===== src/hw/rtl/pfc_pkg.sv =====
package pfc_pkg;

  // Texture format codes
  typedef enum logic [1:0] {
    FMT_5650 = 2'd0,
    FMT_5551 = 2'd1,
    FMT_4444 = 2'd2,
    FMT_8888 = 2'd3
  } pfc_fmt_e;

  // Configuration register indexes
  localparam logic [0:0] CFG_SRC_FORMAT = 1'b0;
  localparam logic [0:0] CFG_DST_FORMAT = 1'b1;

  localparam int unsigned PixelW = 32;
  localparam int unsigned CfgIdxW = 1;
  localparam int unsigned CfgDataW = 2;

  // Active formats, from the config registers to the datapath
  typedef struct packed {
    pfc_fmt_e src_format;
    pfc_fmt_e dst_format;
  } pfc_cfg_t;

  // One pixel with 8-bit channels
  typedef struct packed {
    logic [7:0] a;
    logic [7:0] b;
    logic [7:0] g;
    logic [7:0] r;
  } pfc_rgba8_t;

  // Widening: repeat the top bits into the new low bits
  function automatic logic [7:0] widen5(input logic [4:0] c);
    return {c, c[4:2]};
  endfunction

  function automatic logic [7:0] widen6(input logic [5:0] c);
    return {c, c[5:4]};
  endfunction

  function automatic logic [7:0] widen4(input logic [3:0] c);
    return {c, c};
  endfunction

  // Expand any format to 8 bits per channel
  function automatic pfc_rgba8_t unpack(input logic [31:0] p, input pfc_fmt_e fmt);
    pfc_rgba8_t ch;
    case (fmt)
      FMT_5650: begin
        ch.r = widen5(p[4:0]);
        ch.g = widen6(p[10:5]);
        ch.b = widen5(p[15:11]);
        ch.a = 8'hff;
      end
      FMT_5551: begin
        ch.r = widen5(p[4:0]);
        ch.g = widen5(p[9:5]);
        ch.b = widen5(p[14:10]);
        ch.a = {8{p[15]}};
      end
      FMT_4444: begin
        ch.r = widen4(p[3:0]);
        ch.g = widen4(p[7:4]);
        ch.b = widen4(p[11:8]);
        ch.a = widen4(p[15:12]);
      end
      default: begin
        ch = p;
      end
    endcase
    return ch;
  endfunction

  // Narrow to the target format, keeping the top bits of each channel
  function automatic logic [31:0] pack(input pfc_rgba8_t ch, input pfc_fmt_e fmt);
    logic [31:0] r;
    case (fmt)
      FMT_5650: r = {16'h0, ch.b[7:3], ch.g[7:2], ch.r[7:3]};
      FMT_5551: r = {16'h0, ch.a[7], ch.b[7:3], ch.g[7:3], ch.r[7:3]};
      FMT_4444: r = {16'h0, ch.a[7:4], ch.b[7:4], ch.g[7:4], ch.r[7:4]};
      default:  r = ch;
    endcase
    return r;
  endfunction

endpackage


===== src/hw/rtl/pfc_pix_in_if.sv =====
interface pfc_pix_in_if;
  import pfc_pkg::*;

  logic              valid;
  logic              ready;
  logic [PixelW-1:0] pixel_in;

  modport source (output valid, output pixel_in, input ready);
  modport sink   (input valid, input pixel_in, output ready);
endinterface


===== src/hw/rtl/pfc_pix_out_if.sv =====
interface pfc_pix_out_if;
  import pfc_pkg::*;

  logic              valid;
  logic              ready;
  logic [PixelW-1:0] pixel_out;

  modport source (output valid, output pixel_out, input ready);
  modport sink   (input valid, input pixel_out, output ready);
endinterface


===== src/hw/rtl/pixel_format_converter_unit.sv =====
// Channel   Direction  Handshake      Payload
// src_i     in         valid/ready    pixel_in  [31:0]
// dst_o     out        valid/ready    pixel_out [31:0]
// cfg       in         cfg_we_i       cfg_idx_i [0:0], cfg_wdata_i [1:0]
//
// One item per cycle while dst_o is not stalled. Data passes an input register,
// the conversion logic, then the result register that drives dst_o.
// Reset clears both valid flags and sets both formats to 8888.
// A stall on dst_o holds the result; the input stage still takes an item
// while it is empty, so the two stages fill before src_i.ready drops.
module pixel_format_converter_unit (
  input  logic                          clk_i,
  input  logic                          rst_ni,
  input  logic                          cfg_we_i,
  input  logic [pfc_pkg::CfgIdxW-1:0]   cfg_idx_i,
  input  logic [pfc_pkg::CfgDataW-1:0]  cfg_wdata_i,
  pfc_pix_in_if.sink                    src_i,
  pfc_pix_out_if.source                 dst_o
);
  import pfc_pkg::*;

  pfc_cfg_t          cfg;
  logic              in_valid_q, in_valid_d;
  logic [PixelW-1:0] in_pix_q;
  logic              out_valid_q, out_valid_d;
  logic [PixelW-1:0] out_pix_q;
  logic [PixelW-1:0] conv_pix;
  logic              out_load;
  logic              in_load;

  pfc_cfg_regs u_cfg (
    .clk_i       (clk_i),
    .rst_ni      (rst_ni),
    .cfg_we_i    (cfg_we_i),
    .cfg_idx_i   (cfg_idx_i),
    .cfg_wdata_i (cfg_wdata_i),
    .cfg_o       (cfg)
  );

  pfc_convert u_convert (
    .cfg_i   (cfg),
    .pixel_i (in_pix_q),
    .pixel_o (conv_pix)
  );

  // Pipeline flow control
  assign out_load    = in_valid_q && (!out_valid_q || dst_o.ready);
  assign in_load     = src_i.valid && src_i.ready;
  assign src_i.ready = !in_valid_q || out_load;

  assign in_valid_d  = in_load || (in_valid_q && !out_load);
  assign out_valid_d = out_load || (out_valid_q && !dst_o.ready);

  always_ff @(posedge clk_i or negedge rst_ni) begin
    if (!rst_ni) begin
      in_valid_q  <= 1'b0;
      out_valid_q <= 1'b0;
    end else begin
      in_valid_q  <= in_valid_d;
      out_valid_q <= out_valid_d;
    end
  end

  // Payload registers
  always_ff @(posedge clk_i) begin
    if (in_load) begin
      in_pix_q <= src_i.pixel_in;
    end
    if (out_load) begin
      out_pix_q <= conv_pix;
    end
  end

  assign dst_o.valid     = out_valid_q;
  assign dst_o.pixel_out = out_pix_q;

endmodule


===== src/hw/rtl/pfc_cfg_regs.sv =====
module pfc_cfg_regs (
  input  logic                     clk_i,
  input  logic                     rst_ni,
  input  logic                     cfg_we_i,
  input  logic [pfc_pkg::CfgIdxW-1:0]  cfg_idx_i,
  input  logic [pfc_pkg::CfgDataW-1:0] cfg_wdata_i,
  output pfc_pkg::pfc_cfg_t        cfg_o
);
  import pfc_pkg::*;

  pfc_cfg_t cfg_q, cfg_d;

  // Register write decode
  always_comb begin
    cfg_d = cfg_q;
    if (cfg_we_i) begin
      unique case (cfg_idx_i)
        CFG_SRC_FORMAT: cfg_d.src_format = pfc_fmt_e'(cfg_wdata_i);
        CFG_DST_FORMAT: cfg_d.dst_format = pfc_fmt_e'(cfg_wdata_i);
        default: cfg_d = cfg_q;
      endcase
    end
  end

  always_ff @(posedge clk_i or negedge rst_ni) begin
    if (!rst_ni) begin
      cfg_q.src_format <= FMT_8888;
      cfg_q.dst_format <= FMT_8888;
    end else begin
      cfg_q <= cfg_d;
    end
  end

  assign cfg_o = cfg_q;

endmodule


===== src/hw/rtl/pfc_convert.sv =====
module pfc_convert (
  input  pfc_pkg::pfc_cfg_t          cfg_i,
  input  logic [pfc_pkg::PixelW-1:0] pixel_i,
  output logic [pfc_pkg::PixelW-1:0] pixel_o
);
  import pfc_pkg::*;

  logic [PixelW-1:0] src_pix;
  pfc_rgba8_t        ch;
  logic [PixelW-1:0] conv_pix;

  // 16-bit sources ignore the upper half
  assign src_pix = (cfg_i.src_format == FMT_8888) ? pixel_i : {16'h0, pixel_i[15:0]};

  assign ch       = unpack(src_pix, cfg_i.src_format);
  assign conv_pix = pack(ch, cfg_i.dst_format);

  // Equal formats pass through; 16-bit results keep the upper half clear
  always_comb begin
    if (cfg_i.src_format == cfg_i.dst_format) begin
      pixel_o = src_pix;
    end else begin
      pixel_o = conv_pix;
    end
    if (cfg_i.dst_format != FMT_8888) begin
      pixel_o[31:16] = 16'h0;
    end
  end

endmodule

===== src/flat_wrapper.sv =====
// flat-port wrapper written by rule: the top's interface ports become plain ports
module pixel_format_converter_unit_flat import pfc_pkg::*;
  (clk_i, rst_ni, cfg_we_i, cfg_idx_i, cfg_wdata_i, src_i_valid, src_i_pixel_in, src_i_ready, dst_o_valid, dst_o_pixel_out, dst_o_ready);
  pfc_pix_in_if src_i_i ();
  pfc_pix_out_if dst_o_i ();
  input  logic clk_i;
  input  logic rst_ni;
  input  logic cfg_we_i;
  input  logic [pfc_pkg::CfgIdxW-1:0] cfg_idx_i;
  input  logic [pfc_pkg::CfgDataW-1:0] cfg_wdata_i;
  input wire logic [$bits(src_i_i.valid)-1:0] src_i_valid;
  input wire logic [$bits(src_i_i.pixel_in)-1:0] src_i_pixel_in;
  output wire logic [$bits(src_i_i.ready)-1:0] src_i_ready;
  output wire logic [$bits(dst_o_i.valid)-1:0] dst_o_valid;
  output wire logic [$bits(dst_o_i.pixel_out)-1:0] dst_o_pixel_out;
  input wire logic [$bits(dst_o_i.ready)-1:0] dst_o_ready;
  assign src_i_i.valid = src_i_valid;
  assign src_i_i.pixel_in = src_i_pixel_in;
  assign src_i_ready = src_i_i.ready;
  assign dst_o_valid = dst_o_i.valid;
  assign dst_o_pixel_out = dst_o_i.pixel_out;
  assign dst_o_i.ready = dst_o_ready;
  pixel_format_converter_unit u_core (.clk_i(clk_i), .rst_ni(rst_ni), .cfg_we_i(cfg_we_i), .cfg_idx_i(cfg_idx_i), .cfg_wdata_i(cfg_wdata_i), .src_i(src_i_i), .dst_o(dst_o_i));
endmodule

===== config.mk =====
export PLATFORM = sky130hd
export DESIGN_NAME = pixel_format_converter_unit_flat
export DESIGN_NICKNAME = d
export VERILOG_FILES = /design/src/hw/rtl/pfc_pkg.sv /design/src/hw/rtl/pfc_pix_in_if.sv /design/src/hw/rtl/pfc_pix_out_if.sv /design/src/hw/rtl/pixel_format_converter_unit.sv /design/src/hw/rtl/pfc_cfg_regs.sv /design/src/hw/rtl/pfc_convert.sv /design/src/flat_wrapper.sv
export SDC_FILE = /design/constraint.sdc
export NUM_CORES = 1
export LEC_CHECK = 0
export BUFFER_PORTS_ARGS = -buffer_cell sky130_fd_sc_hd__buf_4
export CAP_MARGIN = 30
export CORE_MARGIN = 3
export CORE_UTILIZATION = 23
export CTS_CLUSTER_SIZE = 16
export DETAILED_ROUTE_END_ITERATION = 16
export GPL_TIMING_DRIVEN = 0
export SLEW_MARGIN = 20
export SYNTH_ARGS = -nofsm -noshare
export SYNTH_HDL_FRONTEND = slang
export SYNTH_SLANG_ARGS = --single-unit
export TNS_END_PERCENT = 10

===== constraint.sdc =====
create_clock -name clk_i -period 2.2 [get_ports clk_i]
set_input_delay 0.44 -clock clk_i [delete_from_list [all_inputs] [get_ports clk_i]]
set_output_delay 0.44 -clock clk_i [all_outputs]
set_load 0.005 [all_outputs]

==> results by group <==
Min path
  – Hold Path Depth: 1
  – Hold wc startpoint: src_i_pixel_in[25]
  – Worst Hold Path EP: u_core.in_pix_q[25]
  – Worst hold-check path type: in2reg

STA
  – FMAX: 446 MHz
  – Setup TNS: -47.2 ps
  – Final clock skew: about 6.6 ps
  – Max_slew headroom: around half
  – Endpoints failing hold: 0
  – Period utilization: 102%
  – Least-Margin Pin Slew: about 770 ps
  – Hold_ws: roughly 270 ps
  – Final Setup Violations: 2
  – Final Max Tran Viols: 0
  – RSZ-0062 raised after global routing: true
  – Fin crit period: ~2200 ps
  – Final setup margin: -41.1 ps

Critical path
  – Worst reg2reg setup slack: -40 ps
  – Setup crit start kind: flop
  – Critical Path RT: roughly 2300 ps
  – Setup Crit Path Kind: reg2reg
  – Max FO, Critical Path: 10
  – Worst Path Arrival: 2310 ps
  – Reg2Reg Capture Point: u_core.dst_o.pixel_out[14]
  – Crit end category: flop
  – Worst reg-to-reg path cell count: 6
  – Reg2reg start: u_core.u_cfg.cfg_o[3]

Synth
  – Compound-cell area share of the yosys netlist: approximately 10%
  – Yosys warning count: 0
  – Sequential element share of the synthesized area: roughly 56%
  – Top_reg_cell synth: edfxtp_1
  – Synth Net Count: 326
  – Cells after synthesis: 286
  – Mux cell area share after synthesis: between 10% and 20%
  – Unique masters post-synth: 42
  – Ys async rst share: 8.57%
  – Netlist Area Pre-Place: approximately 0.0037 mm2
  – Largest family of logic cells by synthesized area: multiplexers
  – Syn Area/Cell: approximately 13 um2
  – Adder-cell share of the synthesized area: 0%
  – Post-Synth XOR/XNOR Area: 0.237%
  – Top-area cell type share of the netlist area: roughly half
  – EDFF count, synth: 64
  – Area leader, netlist: edfxtp_1
  – Synth Area in Simple Gates: under 10%
  – Synth area leaders: edfxtp_1 52%, mux2i_1 9.2%, mux4_2 7.3%
  – Synth Register Bits: 70

Drt
  – TritonRoute pass-1 iters: 5
  – Iter 0 DRT Violations: about 200
  – Vias per cell: 4.66
  – Post-route ant nets: 0
  – DR WL/cell: 18.2 um
  – DRT Wirelength: between 10 and 15 mm
  – Vias after detailed routing: roughly 2800
  – DRC Markers: 0

Global routing
  – Initial antenna violation count: 0
  – Largest net degree at the start of global routing: 33
  – Gr usage total: 12.5%
  – First-pass GRT wire length: 16.5 mm
  – Grt total ovfl: 0
  – Vias in the first global route: around 2800

Placement
  – DP HPWL: around 7.9 mm
  – Placer Congestion: about 0.91
  – I/O Buffers: 73

Clock tree
  – Clk buf depth: 2
  – CTS buffer count: 9
  – Reg clk slew, reported paths: approximately 60 ps
  – H-tree depth: 3
  – Root Driver: clkbuf_16
  – Worst skew pair latency: around 340 ps
  – CTS sink cnt: 70
  – TritonCTS clock tree: done

Pwr
  – Total power draw: about 4.3 mW
  – Pwr dens: 871 mW/mm2
  – Pleak: approximately 1.9 nW
  – Peak supply drop: a little under 400 uV

Run
  – Max-cap violations: 0

Finish
  – Inserted Diodes: 0
  – Area growth from synthesis to layout: 34.4%
  – Commonest non-fill, non-tap cell in the layout: buf_4
  – Layout cells sized above 1: about two fifths
  – Nets: roughly 420
  – Commonest cells after routing, fill and taps aside: 82 x buf_4, 64 x edfxtp_1, 26 x mux2i_1, 25 x a21oi_1, 22 x nand2_1

Floorplan
  – Die Width: about 130 um
  – Die Span Y: between 100 and 150 um
  – Core ar.: around 0.015 mm2
  – Initial Util: 23.9%
  – FP Rows: between 40 and 50
  – Die area: approximately 0.018 mm2
  – Total I/O pin count: 74

Outcome
  – Failing checks: setup timing
  – Status: complete, but fails checks
## metrics by stage
stage / util [%] / cells / setup slack, ps / cell area, um2
detailed placement: 29.3 / 571 / -131 / 4540
CTS: 31.1 / 587 / -109 / 4820
finish: 32.1 / 592 / -41.1 / 4970
floorplan: - / 286 / 95.5 / 3700
global placement: 29.1 / 570 / -173 / 4510
global route: 32.1 / 592 / -47.7 / 4970
## per-layer routing
| metal | share of wire (%) | up-vias | track usage [%] |
|---|---|---|---|
| li1 | - | 1279 | - |
| met1 | 45 | 1325 | 16.5 |
| met2 | 45 | 134 | 18.1 |
| met3 | 8.4 | 18 | 4.98 |
| met4 | 2.2 | 0 | 5.25 |
| met5 | 0 | - | 0 |
## cell families (layout without fill, tap and decap cells)
| logic type | Yosys count | count (layout) |
|---|---|---|
| XOR/XNOR | 1 | 1 |
| buffers and inverters | 28 | 123 |
| multiplexers | 56 | 56 |
| AO/OA/AOI/OAI | 60 | 60 |
| flip-flops | 70 | 70 |
| AND/OR/NAND/NOR | 71 | 71 |
## power breakdown
part / internal [mW] / switching, mW
clock network: 0.745 / 0.518
logic: 0.640 / 0.675
registers: 1.66 / 0.0849
total: 3.05 / 1.28
## Yosys cell counts (3+ instances only)
master	number
a211oi_1	4
a21oi_1	25
a22oi_1	3
and2_1	5
buf_1	4
buf_2	12
buf_6	3
clkbuf_1	6
dfstp_2	4
edfxtp_1	64
inv_1	3
mux2_2	9
mux2i_1	34
mux4_2	12
nand2_1	22
nand2b_1	6
nand3b_1	4
nor2_1	12
nor2b_1	9
nor3_1	4
o211ai_1	4
o21ai_0	9
o21ai_1	3
## critical path, cell delays in order (launching register included)
cell and delay [ps]:
dfstp_2 560, clkbuf_4 230, clkbuf_4 260, buf_4 230, a211oi_1 110, a2111oi_1 460, nor3_1 110
## registers in the layout, summed over array words and instances (netlist names)
register                cells
u_core.in_pix_q            32
u_core.u_cfg.cfg_o          4
u_core.in_valid_q           1
u_core.dst_o.valid          1
u_core.dst_o.pixel_out     32
## worst max-delay path by stage
stage,slack [ps],startpoint,cells after the start,endpoint
final,-40,u_core.u_cfg.cfg_o[3],6,u_core.dst_o.pixel_out[14]
after CTS,-110,u_core.u_cfg.cfg_o[1],6,u_core.dst_o.pixel_out[14]
after detailed placement,-130,u_core.u_cfg.cfg_o[1],7,u_core.dst_o.pixel_out[7]
after global routing,-50,u_core.u_cfg.cfg_o[2],5,u_core.dst_o.pixel_out[6]
after floorplan,100,u_core.u_cfg.cfg_o[2],4,u_core.dst_o.pixel_out[8]
after global placement,-170,u_core.u_cfg.cfg_o[1],7,u_core.dst_o.pixel_out[9]
## area by class of cell
class / instances / area [um2]
fillers: 1571 / 10500
flip-flops and latches: 70 / 2080
multi-input cells: 188 / 1570
repair buffers: 81 / 631
well taps: 211 / 264
clock buffers: 10 / 229
plain buffers: 23 / 161
clock inverters: 6 / 28.8
inverters: 3 / 11.3
## timing repair
action | in CTS | in global routing
hold buffers | 1 | 0
endpoints found under the hold margin | 2 | 0
setup buffers | 0 | 6
gates resized for setup | 5 | 33
endpoints found under the setup margin | 22 | 27
pin swaps | 0 | 4
Power figures use the tool's default switching activity.
